`config.mk`:
```
export PLATFORM = sky130hd
export DESIGN_NAME = tdpe_queue
export DESIGN_NICKNAME = d
export VERILOG_FILES = /design/src/rtl/tdpe_pkg.sv /design/src/rtl/tdpe_queue.sv
export SDC_FILE = /design/constraint.sdc
export NUM_CORES = 1
export LEC_CHECK = 0
export BUFFER_PORTS_ARGS = -buffer_cell sky130_fd_sc_hd__buf_2
export CAP_MARGIN = 20
export CORE_MARGIN = 3
export CORE_UTILIZATION = 56
export CTS_CLUSTER_SIZE = 24
export DETAILED_ROUTE_END_ITERATION = 10
export GPL_TIMING_DRIVEN = 0
export PLACE_DENSITY = 0.95
export SLEW_MARGIN = 10
export SYNTH_ARGS = -nofsm -noshare
export SYNTH_HDL_FRONTEND = slang
export SYNTH_SLANG_ARGS = --single-unit
```
`constraint.sdc`:
```
create_clock -name clk -period 6.87 [get_ports clk]
set_clock_uncertainty 0.15 [all_clocks]
set_input_delay 1.7175 -clock clk [delete_from_list [all_inputs] [get_ports clk]]
set_output_delay 1.7175 -clock clk [all_outputs]
set_load 0.01 [all_outputs]
```
`src/rtl/tdpe_pkg.sv`:
```
`default_nettype none
package tdpe_pkg;

  typedef struct packed {
    logic [1:0]  action;
    logic [15:0] instruction;
    logic [3:0]  reg_index;
    logic [31:0] write_value;
  } in_item_t;

  typedef struct packed {
    logic [31:0] read_value;
    logic        dest_written;
    logic [3:0]  dest_index;
    logic [31:0] dest_value;
    logic        flag_negative;
    logic        flag_zero;
    logic        flag_carry;
    logic        flag_overflow;
    logic        thumb_mode;
    logic        branch_taken;
  } out_item_t;

  localparam logic [1:0] ACT_EXEC  = 2'd0;
  localparam logic [1:0] ACT_WRITE = 2'd1;
  localparam logic [1:0] ACT_READ  = 2'd2;

  typedef enum logic [2:0] {
    CLS_NOP, CLS_WRITE, CLS_READ, CLS_SHIFT, CLS_ADDSUB, CLS_IMM8, CLS_ALU, CLS_HI
  } cls_t;

  // shifter kinds
  localparam logic [1:0] SH_LSL = 2'd0;
  localparam logic [1:0] SH_LSR = 2'd1;
  localparam logic [1:0] SH_ASR = 2'd2;
  localparam logic [1:0] SH_ROR = 2'd3;

  // 8-bit immediate operations
  localparam logic [1:0] IMM_MOV = 2'd0;
  localparam logic [1:0] IMM_CMP = 2'd1;
  localparam logic [1:0] IMM_ADD = 2'd2;
  localparam logic [1:0] IMM_SUB = 2'd3;

  // two-register ALU operations
  localparam logic [3:0] ALU_AND = 4'h0;
  localparam logic [3:0] ALU_EOR = 4'h1;
  localparam logic [3:0] ALU_LSL = 4'h2;
  localparam logic [3:0] ALU_LSR = 4'h3;
  localparam logic [3:0] ALU_ASR = 4'h4;
  localparam logic [3:0] ALU_ADC = 4'h5;
  localparam logic [3:0] ALU_SBC = 4'h6;
  localparam logic [3:0] ALU_ROR = 4'h7;
  localparam logic [3:0] ALU_TST = 4'h8;
  localparam logic [3:0] ALU_NEG = 4'h9;
  localparam logic [3:0] ALU_CMP = 4'hA;
  localparam logic [3:0] ALU_CMN = 4'hB;
  localparam logic [3:0] ALU_ORR = 4'hC;
  localparam logic [3:0] ALU_MUL = 4'hD;
  localparam logic [3:0] ALU_BIC = 4'hE;
  localparam logic [3:0] ALU_MVN = 4'hF;

  // high-register operations
  localparam logic [1:0] HI_ADD = 2'd0;
  localparam logic [1:0] HI_CMP = 2'd1;
  localparam logic [1:0] HI_MOV = 2'd2;
  localparam logic [1:0] HI_BX  = 2'd3;

  localparam logic [3:0] REG_PC = 4'd15;

  // decoded item passed from front to back
  typedef struct packed {
    cls_t        cls;
    logic [3:0]  op;
    logic [3:0]  ra;
    logic [3:0]  rb;
    logic [3:0]  rd;
    logic [7:0]  imm;
    logic [31:0] wdata;
  } dec_t;

  typedef struct packed {
    logic n;
    logic z;
    logic c;
    logic v;
    logic t;
  } flags_t;

  localparam flags_t FLAGS_RESET = '{n: 1'b0, z: 1'b0, c: 1'b0, v: 1'b0, t: 1'b1};

endpackage
`default_nettype wire

```
`src/rtl/tdpe_queue.sv`:
```
`default_nettype none
module tdpe_queue import tdpe_pkg::*; (
  input  wire logic clk,
  input  wire logic rst,
  input  wire logic push,
  input  wire dec_t push_item,
  input  wire logic pop,
  output dec_t      head,
  output logic      empty,
  output logic      full
);
  dec_t       entry [2];
  logic       wptr;
  logic       rptr;
  logic [1:0] count;

  assign head  = entry[rptr];
  assign empty = (count == 2'd0);
  assign full  = (count == 2'd2);

  always_ff @(posedge clk) begin
    if (rst) begin
      wptr  <= 1'b0;
      rptr  <= 1'b0;
      count <= 2'd0;
    end else begin
      if (push) begin
        wptr <= !wptr;
      end
      if (pop) begin
        rptr <= !rptr;
      end
      count <= count + {1'b0, push} - {1'b0, pop};
    end
    if (push) begin
      entry[wptr] <= push_item;
    end
  end

  a_no_overflow: assert property (@(posedge clk) disable iff (rst) full |-> !push)
    else $error("queue push while full");
  a_no_underflow: assert property (@(posedge clk) disable iff (rst) empty |-> !pop)
    else $error("queue pop while empty");
  a_count_step: assert property (@(posedge clk) disable iff (rst)
    (push && !pop) |=> !empty)
    else $error("queue lost an entry");
endmodule
`default_nettype wire

```
# After elaboration in Yosys (flattened, before gate mapping)

Memory sizes are Yosys's and may differ from the RTL's. A register that Yosys moved wholly into a read port is not among the register bits.
Index checks and enable logic that the tools add are counted.

Register bits: 4
Bits in writable memories: 118
Input port bits: 63
Output and inout port bits: 61
Word-level logic and storage cells: 14
Memories: 1

Memory list:

| memory | depth | bits a word | read ports | clocked after memory_dff | wr ports | RTL line         | text |
|---|---|---|---|---|---|---|---|
| entry  | 2     | 59          | 1          | 1                        | 1        | tdpe_queue.sv:12 | `dec_t entry [2];` |

Add/sub/neg operators: 2
Equal/unequal tests: 1
Mux-type cells: 4
Reductions and logical operators: 3

Operators with widths:

| kind                                        | count |
|---|---|
| 1-bit 2-to-1 mux                            | 4 |
| 2-bit by 1-bit adder with 2-bit output      | 1 |
| 2-bit == test (second input constant)       | 1 |
| 1-bit zero test                             | 2 |
| 2-bit zero test                             | 1 |
| 2-bit by 1-bit subtractor with 2-bit output | 1 |

# Longest topological paths before layout

Gate-level depths: netlist of run 1.

Depth after elaboration: 3
Depth in mapped cells: 6
Mapped depth without buffers: 6

# Worst setup path before layout of run 1

No wires, ideal clock.

Kind: input -> register
Start point: input port push
End point: memory entry[0][0] (netlist bit), enable pin
Library setup time: 483 ps
Arrival: 4318 ps
Required time: 6237 ps
Slack: 1918 ps
Cell stages on the path: 1
Buffers on the path: 0
Cells stage by stage: nor2b_1

Longest elaborated chain between the ends: 2

Ends and longest elaborated chain:

| element                                | RTL line         | text |
|---|---|---|
| start: declaration                     | tdpe_queue.sv:5  | `input wire logic push,` |
| 1-bit 2-to-1 mux                       | tdpe_queue.sv:35 | `if (push) begin` |
| 1-bit 2-to-1 mux (not written as such) | tdpe_queue.sv:36 | `entry[wptr] <= push_item;` |
| end: declaration                       | tdpe_queue.sv:12 |  |

No other way between the ends.

==> impl_metrics.csv, run 1 <==
group,metric,value,unit
run_status,status,"finished clean",
routing,wl_per_cell,17.11,um
routing,via_per_inst,5.045,
critical_path,critPathCaptureType,"output pin",
final_layout,fin_cells,464,
synth,avgSynthCellArea,22.05,um^2
synth,yosys.area.top_type,"edfxtp_1",
final_layout,ff_latch_area,0.003643,mm^2
clock_tree,cts_hold_buf,0,
power_and_ir_drop,power_density,329.7,mW/mm^2
worst_hold_path,hold_path.class,"reg -> reg",
floorplan,num_rows,32,
clock_tree,cts_tree,"built",
floorplan,die_area,0.009184,mm^2
timing,min_period,3.583,ns
final_layout,antennaDiodeCount,0,
global_route,grt_max_degree,60,
synth,synth.top_cells.by_area,"edfxtp_1 78%, mux2_2 12%, mux2_4 3.3%",
critical_path,crit_fanout,10,
timing,fmax,279.1,MHz
power_and_ir_drop,peakVddDrop,222.2,uV
floorplan,top_level_ports,124,
timing,finalHoldViolCount,0,
routing,remaining_drc_errors,0,
clock_tree,max-clock-path-buffers,2,
floorplan,coreArea,0.007767,mm^2
global_route,antenna_found_initial,0,
critical_path,crit_family,"buffers and inverters",
synth,syn_nets,270,
final_layout,multi_input_area,820.8,um^2
critical_path,critPathBufInv,3,
placement,io_buffer_count,123,
timing,slew_headroom,47.70,%
routing,wirelength,7.940,mm
routing,vias,2341,
clock_tree,cts_buffers,17,
synth,synthesis.area,0.004519,mm^2
critical_path,startpoint_type,"flop",
timing,setup_tns,0,ns
routing,antenna_left,0,
critical_path,critPathKind,"reg -> out",
routing,drtIter0Drc,126,
global_route,track_usage,18.00,%
timing,worstMarginPinSlew,0.7845,ns
timing,finalSetupViolCount,0,
power_and_ir_drop,finalPower,1.948,mW
job,drv_cap,0,
placement,hpwl,5.077,mm
floorplan,start_util,58.18,%
placement,placed_area,0.005320,mm^2
floorplan,fp.dieH,95.84,um
critical_path,cp_slowest_cell,"mux2_2",
clock_tree,cts.sinks,123,
clock_tree,clk-insertion-delay-late,0.49,ns
global_route,grt_pass1_wl,11.91,mm
final_layout,final_common_cell,"buf_2",
final_layout,syn_to_final_growth,30.76,%
timing,rsz0062_at_grt,"no",
clock_tree,cts_max_level,4,
global_route,grt_overflow,0,
clock_tree,cts_resized,0,
final_layout,final_cell_area,0.005909,mm^2
final_layout,layout-drive-gt1-share,61.60,%
synth,ys_seq_elements,123,
critical_path,required,5.00,ns
clock_tree,postCtsSetupRepairBufs,0,
routing,dr.pass1.iters,4,
floorplan,die_w,95.84,um
placement,dp_cells,432,
critical_path,path_cells,"buf_6 > buf_2 > mux2_2 > buf_2",
clock_tree,root_buffer,"clkbuf_8",
final_layout,fin_nets,414,
clock_tree,clk_pin_slew_worst_paths,0.05,ns
timing,slew_viol_final,0,
synth,yosysTopAreaCellShare,78.41,%
synth,synth_warnings,0,
critical_path,worst_path_largest_cell_delay,0.38,ns
timing,fin_crit_sh,52.16,%
global_route,grt_pass1_vias,2453,
final_layout,final_cell_mix,"127 x buf_2, 118 x edfxtp_1, 49 x mux2_2, 16 x clkbuf_16, 10 x mux2_4",
critical_path,cpMostUsedCell,"buf_2",
final_layout,n_fill_cell,473,
synth,syn_inst,205,
critical_path,crit_arrival,1.72,ns
placement,place_congestion,0.6613,
power_and_ir_drop,p_leak,2.289,nW
synth,yosysUniqueCellTypes,14,
synth,ys_seq_area_share,80.62,%
==> cell usage after synthesis <==
cell type and n:
mux2_2 49, dfxtp_1 5, inv_1 2, nor2_1 5, xnor3_1 1, buf_6 2
nor2b_1 3, mux2_4 10, and2_1 1, buf_2 4, xnor2_1 2, ha_1 2
buf_8 1, edfxtp_1 118
==> layout make-up <==
| cell class | instances | area share (%) |
|---|---|---|
| Inverter | 2 | 0.1270 |
| Multi-Input combinational cell | 73 | 13.89 |
| Clock inverter | 15 | 2.964 |
| Timing Repair Buffer | 125 | 11.22 |
| Buffer | 7 | 0.9740 |
| Clock buffer | 17 | 7.008 |
| Sequential cell | 123 | 61.66 |
| Tap cell | 102 | 2.160 |
==> where the power goes <==
| group | internal (mW) | total [mW] | switching [mW] |
|---|---|---|---|
| Combinational | 0.102 | 0.202 | 0.100 |
| Clock | 0.551 | 0.857 | 0.306 |
| Sequential | 0.876 | 0.890 | 0.0139 |
| Total | 1.53 | 1.95 | 0.420 |
==> stage by stage <==
step                      utilization, %  setup WS, ns  hold slack (ns)
after CTS                          76.08         3.238           0.4225
after floorplan                        -         1.918           0.3299
after global placement             67.75        0.4988           0.3456
after detailed placement           68.49         3.761           0.3769
final                              76.08         3.287           0.4222
after global routing               76.08         3.209           0.4669
==> flip-flops by register name, indices dropped and copies added (netlist names), named ones only <==
signal,cells
count,2
rptr,1
entry,118
wptr,1
==> final timing paths <==
kind | slack [ns] | from | cells after the start | endpoint
hold / removal | 0.42 | rptr | 2 | rptr
hold reg to reg | 0.42 | rptr | 2 | rptr
setup / recovery | 3.29 | flop | 4 | head[45]
setup reg to reg | 5.18 | wptr | 1 | entry[1][27]
==> per-layer routing <==
metal,vias to the layer above,share of wire [%],track usage [%]
li1,1091,-,-
met1,1132,38,19.32
met2,107,53,31.56
met3,11,7.6,7.349
met4,0,1.5,7.109
met5,-,0,0
==> cell families after synthesis <==
group / Yosys count / share of synthesized area, %
xor gates and xnor gates: 3 / 0.8860
adders and majority gates: 2 / 0.5536
buffers and inverters: 9 / 1.440
DFF: 123 / 80.62
muxes: 59 / 15.53
and+or+nand+nor: 9 / 0.9692
Note: power is estimated with default switching activity, not from simulation.
==> run 2, diff against run 1 <==
--- a/config.mk
+++ b/config.mk
@@ -8,11 +8,11 @@
 export BUFFER_PORTS_ARGS = -buffer_cell sky130_fd_sc_hd__buf_2
 export CAP_MARGIN = 20
 export CORE_MARGIN = 3
-export CORE_UTILIZATION = 56
+export CORE_UTILIZATION = 52
 export CTS_CLUSTER_SIZE = 24
 export DETAILED_ROUTE_END_ITERATION = 10
 export GPL_TIMING_DRIVEN = 0
-export PLACE_DENSITY = 0.95
+export PLACE_DENSITY = 0.89
 export SLEW_MARGIN = 10
 export SYNTH_ARGS = -nofsm -noshare
 export SYNTH_HDL_FRONTEND = slang
==> constraint.sdc (replaced) <==
create_clock -name clk -period 3.42 [get_ports clk]
set_clock_uncertainty 0.15 [all_clocks]
set_input_delay 0.855 -clock clk [delete_from_list [all_inputs] [get_ports clk]]
set_output_delay 0.855 -clock clk [all_outputs]
set_load 0.01 [all_outputs]
==> run 2 against run 1 <==
Core utilization down 5.4 points. Wire length up 0.88%. Non-clock buffer count unchanged. Sequential power up 100%. Critical path depth unchanged. Sequential share of layout area up 0.17 points. Critical path type unchanged. Die area up 7.2%. First-iteration DRC count down 20%. Largest cell class unchanged. Via count up 0.30%. Critical endpoint is now head[24]. Global-route usage down 1.3 points. Final cell count up 0.65%. Setup slack worse by 2.6 ns.
==> impl_metrics.csv, run 2 (synthesis results as in run 1) <==
group,metric,value,unit
power_and_ir_drop,switchingPower,0.8567,mW
critical_path,r2r_setup_slack,1.70,ns
timing,fin_ws,0.7025,ns
final_layout,multi_input_area,820.8,um^2
power_and_ir_drop,comb_power_share,10.5,%
clock_tree,max-clock-path-buffers,2,
timing,worstMarginPinSlew,0.8030,ns
placement,io_buffer_count,123,
final_layout,final_cell_mix,"127 x buf_2, 118 x edfxtp_1, 49 x mux2_2, 16 x clkbuf_16, 10 x mux2_4",
routing,drtIter0Drc,101,
power_and_ir_drop,p_seq_share,46.3,%
critical_path,cpMostUsedCell,"buf_2",
floorplan,coreArea,0.008341,mm^2
clock_tree,postCtsSetupRepairBufs,0,
power_and_ir_drop,clkPwrFrac,43.2,%
clock_tree,root_buffer,"clkbuf_8",
critical_path,required,2.41,ns
clock_tree,clk-insertion-delay-late,0.49,ns
floorplan,die_area,0.009846,mm^2
power_and_ir_drop,peakVddDrop,503.3,uV
routing,dr.pass1.iters,4,
timing,slew_viol_final,0,
critical_path,worst_path_largest_cell_delay,0.38,ns
global_route,grt_pass1_wl,12.19,mm
critical_path,crit_arrival,1.71,ns
critical_path,startpoint_type,"flop",
final_layout,fin_nets,414,
routing,antenna_left,0,
global_route,grt_max_degree,60,
floorplan,start_util,54.19,%
timing,worst_hold_slack,0.3829,ns
floorplan,die_w,99.23,um
final_layout,layout-drive-gt1-share,61.60,%
critical_path,cp_slowest_cell,"mux2_2",
routing,wl_per_cell,17.15,um
power_and_ir_drop,p_int,3.003,mW
floorplan,fp.dieH,99.23,um
timing,rsz0062_at_grt,"no",
timing,fin_crit_sh,79.46,%
final_layout,largest_register,"entry",
routing,remaining_drc_errors,0,
job,drv_cap,0,
clock_tree,cts_max_level,4,
critical_path,path_cells,"buf_6 > buf_2 > mux2_2 > buf_2",
final_layout,n_fill_cell,548,
timing,fmax,368.0,MHz
clock_tree,clk_pin_slew_worst_paths,0.05,ns
routing,wirelength,8.010,mm
floorplan,top_level_ports,124,
timing,slew_headroom,46.47,%
power_and_ir_drop,power_density,655.0,mW/mm^2
placement,place_ws,1.000,ns
critical_path,critPathCaptureType,"output pin",
run_status,status,"finished clean",
final_layout,largestRegisters,"entry (118), count (2)",
final_layout,ff_latch_area,0.003643,mm^2
power_and_ir_drop,swShare,22.19,%
timing,finalHoldViolCount,0,
clock_tree,cts_buffers,17,
critical_path,critPathKind,"reg -> out",
timing,min_period,2.717,ns
routing,vias,2348,
clock_tree,cts_tree,"built",
power_and_ir_drop,p_leak,2.282,nW
clock_tree,cts.sinks,123,
final_layout,final_common_cell,"buf_2",
final_layout,largest_reg_flops,118,
global_route,grt_overflow,0,
worst_hold_path,hold_path.class,"reg -> reg",
routing,via_per_inst,5.028,
placement,place_congestion,0.7335,
global_route,grt_pass1_vias,2513,
critical_path,crit_fanout,10,
final_layout,antennaDiodeCount,0,
clock_tree,cts_resized,0,
global_route,track_usage,16.70,%
placement,hpwl,5.341,mm
final_layout,postLayoutCoreUtil,70.66,%
timing,finalSetupViolCount,0,
global_route,antenna_found_initial,0,
clock_tree,cts_hold_buf,0,
final_layout,syn_to_final_growth,30.40,%
floorplan,num_rows,33,
run 2: changes by cell type in the layout (fill, tap and decap cells not counted), sizes merged:
cell      delta
bufinv       -1
clkbuf       +2
clkinv       +1
inv          -1
clkinvlp     -1
run 2: per-stage QoR:
step	total power [mW]	instances	setup TNS [ns]	instance area (um^2)
after floorplan	2.046	205	0	4522
final	3.860	467	0	5893
after global routing	4.001	467	0	5893
after CTS	3.897	467	0	5893
after global placement	2.198	433	-40.70	5269
after detailed placement	2.225	435	0	5324
run 2: worst paths after layout:
kind	startpoint	to	cells past startpoint
min reg2reg	rptr	flop	2
min	rptr	flop	2
max reg2reg	wptr	entry[0][57]	3
max	flop	head[24]	4
run 2: power groups by stage:
stage	clock (mW)	combinational (mW)	sequential, mW
final	1.67	0.404	1.79
after global routing	1.77	0.437	1.79
after CTS	1.70	0.413	1.79
after detailed placement	0	0.408	1.82
after global placement	0	0.383	1.82
after floorplan	0	0.236	1.81
run 2: area by class of cell:
class                      count  share of cell area, %
sequential                   123                  61.83
clock inverter                13                  2.505
clock buffer                  19                  7.155
timing repair buffer         125                  11.25
inverter                       2                 0.1274
multi-input combinational     73                  13.93
tap                          105                  2.229
buffer                         7                 0.9766
run 2: critical path, delay by kind of cell (launching register included):
family	cells	cell delay, ns
buffers and inverters	3	0.51
muxes	1	0.38
DFF	1	0.32
run 2: routing by layer:
layer / GRT usage (%) / vias up / share of wire [%] / wire, um
met5: 0 / - / 0 / 0
met4: 6.723 / 0 / 1.1 / 87
met3: 7.013 / 8 / 6.6 / 525
met2: 29.65 / 90 / 55 / 4410
met1: 17.43 / 1153 / 37 / 2987
li1: - / 1097 / - / -
