### config.mk
export PLATFORM = sky130hd
export DESIGN_NAME = tdpe_front
export DESIGN_NICKNAME = d
export VERILOG_FILES = /design/src/rtl/tdpe_pkg.sv /design/src/rtl/tdpe_front.sv
export SDC_FILE = /design/constraint.sdc
export NUM_CORES = 1
export LEC_CHECK = 0
export ABC_AREA = 1
export BUFFER_PORTS_ARGS = -buffer_cell sky130_fd_sc_hd__buf_4
export CORE_MARGIN = 2
export CORE_UTILIZATION = 34
export DETAILED_ROUTE_END_ITERATION = 10
export GPL_ROUTABILITY_DRIVEN = 0
export PLACE_DENSITY = 0.95
export SKIP_LAST_GASP = 1
export SYNTH_ARGS = -nofsm -noshare
export SYNTH_HDL_FRONTEND = slang
export SYNTH_SLANG_ARGS = --single-unit
### constraint.sdc
create_clock -name vclk -period 1.63
set_clock_uncertainty 0.2 [all_clocks]
set_input_delay 0.0815 -clock vclk [all_inputs]
set_output_delay 0.0815 -clock vclk [all_outputs]
set_load 0.03 [all_outputs]
### src/rtl/tdpe_pkg.sv
`default_nettype none
package tdpe_pkg;

  typedef struct packed {
    logic [1:0]  action;
    logic [15:0] instruction;
    logic [3:0]  reg_index;
    logic [31:0] write_value;
  } in_item_t;

  typedef struct packed {
    logic [31:0] read_value;
    logic        dest_written;
    logic [3:0]  dest_index;
    logic [31:0] dest_value;
    logic        flag_negative;
    logic        flag_zero;
    logic        flag_carry;
    logic        flag_overflow;
    logic        thumb_mode;
    logic        branch_taken;
  } out_item_t;

  localparam logic [1:0] ACT_EXEC  = 2'd0;
  localparam logic [1:0] ACT_WRITE = 2'd1;
  localparam logic [1:0] ACT_READ  = 2'd2;

  typedef enum logic [2:0] {
    CLS_NOP, CLS_WRITE, CLS_READ, CLS_SHIFT, CLS_ADDSUB, CLS_IMM8, CLS_ALU, CLS_HI
  } cls_t;

  // shifter kinds
  localparam logic [1:0] SH_LSL = 2'd0;
  localparam logic [1:0] SH_LSR = 2'd1;
  localparam logic [1:0] SH_ASR = 2'd2;
  localparam logic [1:0] SH_ROR = 2'd3;

  // 8-bit immediate operations
  localparam logic [1:0] IMM_MOV = 2'd0;
  localparam logic [1:0] IMM_CMP = 2'd1;
  localparam logic [1:0] IMM_ADD = 2'd2;
  localparam logic [1:0] IMM_SUB = 2'd3;

  // two-register ALU operations
  localparam logic [3:0] ALU_AND = 4'h0;
  localparam logic [3:0] ALU_EOR = 4'h1;
  localparam logic [3:0] ALU_LSL = 4'h2;
  localparam logic [3:0] ALU_LSR = 4'h3;
  localparam logic [3:0] ALU_ASR = 4'h4;
  localparam logic [3:0] ALU_ADC = 4'h5;
  localparam logic [3:0] ALU_SBC = 4'h6;
  localparam logic [3:0] ALU_ROR = 4'h7;
  localparam logic [3:0] ALU_TST = 4'h8;
  localparam logic [3:0] ALU_NEG = 4'h9;
  localparam logic [3:0] ALU_CMP = 4'hA;
  localparam logic [3:0] ALU_CMN = 4'hB;
  localparam logic [3:0] ALU_ORR = 4'hC;
  localparam logic [3:0] ALU_MUL = 4'hD;
  localparam logic [3:0] ALU_BIC = 4'hE;
  localparam logic [3:0] ALU_MVN = 4'hF;

  // high-register operations
  localparam logic [1:0] HI_ADD = 2'd0;
  localparam logic [1:0] HI_CMP = 2'd1;
  localparam logic [1:0] HI_MOV = 2'd2;
  localparam logic [1:0] HI_BX  = 2'd3;

  localparam logic [3:0] REG_PC = 4'd15;

  // decoded item passed from front to back
  typedef struct packed {
    cls_t        cls;
    logic [3:0]  op;
    logic [3:0]  ra;
    logic [3:0]  rb;
    logic [3:0]  rd;
    logic [7:0]  imm;
    logic [31:0] wdata;
  } dec_t;

  typedef struct packed {
    logic n;
    logic z;
    logic c;
    logic v;
    logic t;
  } flags_t;

  localparam flags_t FLAGS_RESET = '{n: 1'b0, z: 1'b0, c: 1'b0, v: 1'b0, t: 1'b1};

endpackage
`default_nettype wire

### src/rtl/tdpe_front.sv
`default_nettype none
module tdpe_front import tdpe_pkg::*; (
  input  wire logic     in_valid,
  input  wire in_item_t in_data,
  input  wire logic     q_full,
  output logic          in_stall,
  output logic          push,
  output dec_t          push_item
);
  logic [15:0] w;

  assign w        = in_data.instruction;
  assign in_stall = q_full;
  assign push     = in_valid && !q_full;

  // classify the transaction and pull out register numbers
  always_comb begin
    push_item       = '0;
    push_item.cls   = CLS_NOP;
    push_item.wdata = in_data.write_value;
    unique case (in_data.action)
      ACT_WRITE: begin
        push_item.cls = CLS_WRITE;
        push_item.rd  = in_data.reg_index;
      end
      ACT_READ: begin
        push_item.cls = CLS_READ;
        push_item.ra  = in_data.reg_index;
      end
      ACT_EXEC: begin
        priority if (w[15:13] == 3'b000 && w[12:11] != 2'b11) begin
          push_item.cls = CLS_SHIFT;
          push_item.op  = {2'b00, w[12:11]};
          push_item.ra  = {1'b0, w[5:3]};
          push_item.rd  = {1'b0, w[2:0]};
          push_item.imm = {3'b000, w[10:6]};
        end else if (w[15:11] == 5'b00011) begin
          push_item.cls = CLS_ADDSUB;
          push_item.op  = {2'b00, w[10], w[9]};
          push_item.ra  = {1'b0, w[5:3]};
          push_item.rb  = {1'b0, w[8:6]};
          push_item.rd  = {1'b0, w[2:0]};
          push_item.imm = {5'b00000, w[8:6]};
        end else if (w[15:13] == 3'b001) begin
          push_item.cls = CLS_IMM8;
          push_item.op  = {2'b00, w[12:11]};
          push_item.ra  = {1'b0, w[10:8]};
          push_item.rd  = {1'b0, w[10:8]};
          push_item.imm = w[7:0];
        end else if (w[15:10] == 6'b010000) begin
          push_item.cls = CLS_ALU;
          push_item.op  = w[9:6];
          push_item.ra  = {1'b0, w[2:0]};
          push_item.rb  = {1'b0, w[5:3]};
          push_item.rd  = {1'b0, w[2:0]};
        end else if (w[15:10] == 6'b010001) begin
          push_item.cls = CLS_HI;
          push_item.op  = {2'b00, w[9:8]};
          push_item.ra  = {w[7], w[2:0]};
          push_item.rb  = {w[6], w[5:3]};
          push_item.rd  = {w[7], w[2:0]};
        end else begin
          push_item.cls = CLS_NOP;
        end
      end
      default: push_item.cls = CLS_NOP;
    endcase
  end
endmodule
`default_nettype wire

# After elaboration in Yosys (flattened, before gate mapping)
# Index checks and enable logic that the tools add are counted.
# W data, S select, Z words.
[totals]
out_inout_bits = 61
elab_cells = 29
register_bits = 0
in_bits = 56
[classes]
n_reduce_logical = 5
mux = 17
n_eq_ne = 7
[op_table]
columns = ["operator", "count"]
rows = [
  ["$mux W27", 1],
  ["$mux W11", 2],
  ["$mux W4", 5],
  ["$mux W19", 1],
  ["$mux W8", 2],
  ["$pmux W4 S2", 2],
  ["$mux W14", 1],
  ["$eq A6 B5 Y1 const B", 2],
  ["$mux W12", 1],
  ["$pmux W3 S3", 1],
  ["$eq A5 B2 Y1 const B", 1],
  ["$eq A3 B1 Y1 const B", 1],
  ["$logic_not A3 Y1", 1],
  ["$mux W3", 1],
  ["$eq A2 B1 Y1 const B", 1],
  ["$eq A2 B2 Y1 const B", 1],
  ["$logic_and A1 B1 Y1", 2],
  ["$logic_not A2 Y1", 1],
  ["$ne A2 B2 Y1 const B", 1],
  ["$logic_not A1 Y1", 1],
]

# Logic depth before layout (Yosys ltp)
# Gate-level depths: netlist of run 1.
[depth]
ltp_word = 7
ltp_mapped = 8
mapped_depth_nobuf = 8

# Least setup slack after synthesis of run 1
# No wires, ideal clock.
[synth_timing]
kind = "input port to output port"
from = "in in_data[52] (netlist bit)"
to = "out push_item[37] (netlist bit)"
t_required_ns = 1.348
slack_ns = 0.143
cell_stages = 3
arrival_time_ns = 1.206
path_buffers = 0
path_cell_list = "nor2_1 inv_1 nor3_1"
[synth_rtl]
columns = ["item", "line_no", "rtl"]
rows = [
  ["start: declaration", "tdpe_front.sv:4", "input wire in_item_t in_data,"],
  ["end: declaration", "tdpe_front.sv:8", "output dec_t push_item"],
]

==> impl_metrics.csv, run 1 <==
group,metric,value,unit
finish,finalCoreUtilization,0.607,
placement,io_buffers,53,
yosys,post_synth_adder_cell_area,0,
die,die-width,52.9,um
sta,max_slew.worst_pin.slew,0.330,ns
global_routing,grt_pass1_wl,4.27,mm
critical_path,cp_data_arrival_time,1.27,ns
yosys,synth_top_family_by_area,"simple AND/OR/NAND/NOR gates",
critical_path,element_type_at_the_critical_path_start,"input pin",
hold_path,worstHoldPathType,"input pin to primary output",
die,design.portCount,117,
die,area_inside_the_core_boundary,0.00223,mm2
global_routing,global_route.overflow_total,0,
die,start_util,0.364,
route,total_routed_wirelength,3.11,mm
sta,setup_viol_count_final,0,
yosys,synth_xor_area_frac,0,
route,drt-vias-per-instance,5.09,
sta,max_clk_rate,643,MHz
power_and_ir_drop,report.power.total,400,uW
sta,maxSlewHeadroom,0.779,
power_and_ir_drop,cellPowerDensity,295,mW/mm2
finish,final-seq-area,0,um2
route,route.detailed.drc,0,
global_routing,grt_max_degree,11,
critical_path,max_stage_delay,0.20,ns
yosys,mapped_cells,158,
route,drtPass1Iterations,4,
power_and_ir_drop,vdd_ir_drop_max,0.173,mV
yosys,synth_warnings,0,
critical_path,critical_path.n_buffers_inverters,4,
critical_path,crit_type,"input pin to primary output",
critical_path,cp_cell_sequence,"buf_4 > inv_1 > nand2_2 > nor2_4 > nand2_1 > inv_1 > nand2_1 > a21oi_1 > buf_4",
placement,dp_hpwl,2.22,mm
sta,timing.final.max_slew_violations,0,
route,initial_drt_markers,38,
global_routing,number_of_antenna_violations_at_the_first_check_in_global_routing,0,
job,max_cap_viol,0,
power_and_ir_drop,power_leakage,0.693,nW
sta,minimum_clock_period,1.56,ns
critical_path,setup.worst_path.end_class,"primary output",
yosys,sequential_area_share_after_synthesis,0,
die,die_area,0.00280,mm2
global_routing,grt.total_usage,0.196,
power_and_ir_drop,power.switching,249,uW
route,dr_total_vias,1231,
finish,area_delta_synth_final,66.8,%
die,num_rows,17,
critical_path,cell_class_contributing_the_biggest_share_of_worst_path_delay,"buffers and inverters",
yosys,synth.mux.area_fraction,0,
finish,antennaDiodeCount,0,
power_and_ir_drop,netSwitchingFraction,0.622,
finish,design.final.nets,272,
finish,num-clock-buffers,0,
finish,drive_above_1_share,0.304,
power_and_ir_drop,power.share.sequential,0,
status,outcome,"finished clean",
yosys,post_synth_and_or_nand_nor_area_fraction,0.448,
power_and_ir_drop,p_clk_frac,0,
finish,final_cell_mix,"sky130_fd_sc_hd__buf_4 (59), sky130_fd_sc_hd__nand2_1 (54), sky130_fd_sc_hd__dlygate4sd3_1 (32), sky130_fd_sc_hd__inv_1 (14), sky130_fd_sc_hd__nor2_1 (11)",
sta,final_hold_viol_count,0,
finish,layout.sequential_cells,0,
sta,period_share,0.955,
yosys,netlist_cell_types,18,
die,die_y,52.9,um
route,ant_nets,0,
global_routing,first_global_vias,1010,
critical_path,cp_max_fo,7,
yosys,avgSynthCellArea,5.15,um2
power_and_ir_drop,power_report.internal_total,151,uW
critical_path,critical-path-slowest-cell,"sky130_fd_sc_hd__nor2_4",
critical_path,required,1.35,ns
finish,mostFrequentLayoutCell,"sky130_fd_sc_hd__buf_4",
yosys,post_synth_instance_area,813,um2
yosys,synth-compound-area-share,0.166,
yosys,syn-num-nets,214,
power_and_ir_drop,pwr-share-comb,1.000,
route,avgRoutedWirePerCell,12.9,um
==> through the flow <==
stage               setup TNS, ns  std cells  setup WS [ns]  cell area, um2  hold WS [ns]
finish                          0        242         0.0740            1360         0.191
global route              -0.0668        242        -0.0349            1360         0.207
CTS                             0        239         0.0971            1330         0.193
detailed placement              0        207          0.108            1010       -0.0368
global placement                0        207          0.169            1010       -0.0368
floorplan                       0        158          0.143             813        0.0744
==> final cells by class <==
cell class	count	area (um2)
fill	216	877
timing repair buffer	91	763
multi-input combinational	108	502
inverter	15	56.3
tap	28	35.0
==> routing by layer <==
layer | share of wire | vias to the layer above | track usage
met3 | 0.11 | 4 | 0.0169
met4 | 0.0077 | 0 | 0.0128
met5 | 0 | - | 0
li1 | - | 592 | -
met2 | 0.52 | 98 | 0.363
met1 | 0.36 | 537 | 0.254
==> path summary, 6_finish.rpt <==
check	startpoint	endpoint	slack, ns	cells after the start
worst max-delay path	in_data[50]	push_item[36]	0.07	9
worst min-delay path	q_full	in_stall	0.19	2
==> synth_stat cells (all sizes together) <==
| cell | count | area share |
|---|---|---|
| inv | 15 | 0.069 |
| a31oi | 1 | 0.0077 |
| nand3 | 8 | 0.049 |
| nand2 | 55 | 0.26 |
| nor3 | 2 | 0.012 |
| nor2 | 15 | 0.091 |
| a41oi | 1 | 0.011 |
| o211ai | 6 | 0.055 |
| nand4 | 4 | 0.031 |
| or2 | 1 | 0.0077 |
| o21ai | 5 | 0.031 |
| buf | 35 | 0.32 |
| a21oi | 10 | 0.062 |
==> power groups by stage <==
stage | sequential [mW] | combinational [mW] | clock, mW
floorplan | 0 | 0.272 | 0
global placement | 0 | 0.236 | 0
detailed placement | 0 | 0.239 | 0
CTS | 0 | 0.392 | 0
global route | 0 | 0.422 | 0
finish | 0 | 0.400 | 0
==> cells by family after synthesis <==
kind of cell,Yosys count
AOI/OAI and AO/OA,23
buffers and inverters,50
and+or+nand+nor,85
==> timing repair <==
| action | in CTS | in global routing |
|---|---|---|
| hold buffers | 32 | 0 |
| endpoints found under the hold margin | 32 | 0 |
| gates resized for setup | 0 | 1 |
| setup endpoints to repair | 0 | 2 |
| buffers inserted | 0 | 3 |
No activity file was read; power rests on OpenSTA's default activity.
==> inputs of run 2 (changes only) <==
Settings changed: ABC_AREA 1 to default, CORE_UTILIZATION 34 to 37.
==> run 2 against run 1 <==
- setup slack got worse by 0.031 ns
- non-clock buffer count rose by 3
- sequential share of layout area did not move
- clock-buffer cell count did not move
- synthesized area rose by 18%
- total power rose by 15%
- combinational power rose by 15%
- die area rose by 7.4%
- first-iteration DRC count rose by 26%
- core utilization rose by 2.3 points
- final cell count fell by 11%
- largest cell class unchanged
- highest routed layer unchanged
==> impl_metrics.csv, run 2 <==
group,metric,value,unit
critical_path,max_stage_delay,0.40,ns
job,max_cap_viol,0,
finish,finalCoreUtilization,0.630,
yosys,avgSynthCellArea,7.08,um2
route,initial_drt_markers,48,
sta,final_hold_viol_count,0,
placement,io_buffers,53,
route,route.detailed.drc,0,
sta,timing.final.max_slew_violations,0,
critical_path,cp_cell_sequence,"buf_6 > buf_12 > or3_1 > nor3_1 > a2111oi_4 > buf_4",
critical_path,setup.worst_path.end_class,"primary output",
finish,mostFrequentLayoutCell,"sky130_fd_sc_hd__buf_4",
route,dr_total_vias,1212,
finish,final-seq-area,0,um2
finish,drive_above_1_share,0.441,
finish,num-clock-buffers,0,
yosys,yosys-top-cells-area,"sky130_fd_sc_hd__buf_4 (26%), sky130_fd_sc_hd__a32oi_1 (5.5%), sky130_fd_sc_hd__a2111oi_2 (4.7%)",
finish,area_delta_synth_final,61.8,%
route,drtPass1Iterations,4,
critical_path,crit_type,"input pin to primary output",
die,start_util,0.389,
global_routing,global_route.overflow_total,0,
die,die-width,54.8,um
global_routing,grt_pass1_wl,4.54,mm
placement,place.detailed.instances,182,
yosys,syn-num-nets,191,
yosys,post_synth_instance_area,956,um2
power_and_ir_drop,power_leakage,0.661,nW
global_routing,grt_max_degree,22,
sta,minimum_clock_period,1.59,ns
critical_path,required,1.35,ns
hold_path,whs_path_depth,2,
finish,finish.cell_count_without_fillers,216,
sta,maxSlewHeadroom,0.734,
power_and_ir_drop,vdd_ir_drop_max,0.199,mV
global_routing,first_global_vias,1053,
yosys,netlist_cell_types,37,
hold_path,worstHoldPathType,"input pin to primary output",
critical_path,cp_max_fo,18,
die,die_area,0.00301,mm2
placement,dp_hpwl,2.20,mm
die,num_rows,18,
critical_path,element_type_at_the_critical_path_start,"input pin",
yosys,synth_warnings,0,
sta,period_share,0.974,
finish,design.final.nets,244,
placement,placed_cell_area,0.00119,mm2
route,drt-vias-per-instance,5.61,
yosys,synth_largest_type_area_fraction,0.259,
sta,rsz_0062_raised_after_global_routing,"yes",
finish,final_cell_mix,"sky130_fd_sc_hd__buf_4 (59), sky130_fd_sc_hd__dlygate4sd3_1 (32), sky130_fd_sc_hd__nor2_1 (12), sky130_fd_sc_hd__o21ai_0 (7)",
yosys,synth_most_common_cell,"sky130_fd_sc_hd__buf_4",
global_routing,number_of_antenna_violations_at_the_first_check_in_global_routing,0,
yosys,mapped_cells,135,
route,avgRoutedWirePerCell,14.7,um
hold_path,hold_path_end,"in_stall",
yosys,sequential_area_share_after_synthesis,0,
finish,antennaDiodeCount,0,
finish,layout.sequential_cells,0,
status,outcome,"finished clean",
critical_path,cp_data_arrival_time,1.31,ns
yosys,synth_top_cell_by_area,"sky130_fd_sc_hd__buf_4",
die,die_y,54.8,um
sta,setup_viol_count_final,0,
sta,max_clk_rate,630,MHz
finish,design_area,0.00155,mm2
global_routing,grt.total_usage,0.197,
sta,max_slew.worst_pin.slew,0.396,ns
die,design.portCount,117,
die,area_inside_the_core_boundary,0.00245,mm2
hold_path,hp-start,"q_full",
route,total_routed_wirelength,3.18,mm
yosys,post_synth_most_frequent_cells,"sky130_fd_sc_hd__buf_4 (33), sky130_fd_sc_hd__nor2_1 (12), sky130_fd_sc_hd__o21ai_0 (7)",
critical_path,critical-path-slowest-cell,"sky130_fd_sc_hd__or3_1",
power_and_ir_drop,cellPowerDensity,297,mW/mm2
route,ant_nets,0,
==> run 2: changes by cell type in the layout (fill, tap and decap cells not counted), moves of 5 or more <==
cell	delta
sky130_fd_sc_hd__inv_1	-9
sky130_fd_sc_hd__o211ai_1	-6
sky130_fd_sc_hd__nand2_1	-51
sky130_fd_sc_hd__nor2b_1	+5
sky130_fd_sc_hd__and3_1	+6
sky130_fd_sc_hd__a32oi_1	+6
==> run 2: worst max path at each step <==
stage	from	endpoint	slack (ns)	cells after the start
2_1_floorplan	in_data[49]	push_item[43]	-0.13	5
3_3_place_gp	in_data[49]	push_item[52]	-0.01	6
3_5_place_dp	in_data[49]	push_item[50]	-0.03	6
4_1_cts	in_data[47]	push_item[52]	0.007	6
5_1_grt	in_data[50]	push_item[49]	-0.01	5
6_report	in_data[49]	push_item[49]	0.04	6
==> run 2: final cells by class <==
type                       instances  area (um2)
fill                             217         908
timing repair buffer              94         806
multi-input combinational         87         684
tap                               30        37.5
inverter                           5        18.8
==> run 2: report_power, final <==
| part | leakage (nW) | internal [mW] | switching (mW) | total, mW |
|---|---|---|---|---|
| Clock | 0 | 0 | 0 | 0 |
| Sequential | 0 | 0 | 0 | 0 |
| Combinational | 0.661 | 0.184 | 0.276 | 0.460 |
==> run 2: repair_timing <==
action,CTS,global route
pin swaps,3,1
endpoints found under the setup margin,4,12
setup buffers,1,1
hold buffers,32,0
hold endpoints to repair,32,0
gates resized for setup,3,1
==> run 2: cells by family (layout without fill, tap and decap cells) <==
kind of cell / count (synthesis) / after routing / share of synthesized area
simple gates: 49 / 49 / 0.319
buf+inv: 48 / 99 / 0.340
compound gates: 33 / 33 / 0.285
mux: 5 / 5 / 0.0550
==> run 2: metal layers <==
| layer | vias up | part of all wire | track usage | wire [um] |
|---|---|---|---|---|
| met3 | 2 | 0.12 | 0.0137 | 385 |
| li1 | 563 | - | - | - |
| met1 | 554 | 0.35 | 0.251 | 1110 |
| met2 | 93 | 0.53 | 0.363 | 1670 |
| met4 | 0 | 0.0044 | 0.0250 | 14 |
| met5 | - | 0 | 0 | 0 |
==> run 2: metrics by stage <==
stage / hold WS (ns) / total power, mW / setup TNS [ns] / setup slack [ns]
finish: 0.189 / 0.460 / 0 / 0.0431
floorplan: 0.0726 / 0.321 / -0.338 / -0.134
CTS: 0.190 / 0.454 / 0 / 0.00667
global route: 0.202 / 0.488 / -0.0216 / -0.0122
global placement: -0.0368 / 0.293 / -0.0117 / -0.0117
detailed placement: -0.0368 / 0.299 / -0.0634 / -0.0266
==> run 2: critical path, delay by kind of cell <==
family	cells	cell delay, ns
AO/OA/AOI/OAI	1	0.08
buffers and inverters	3	0.42
AND/OR/NAND/NOR	2	0.71
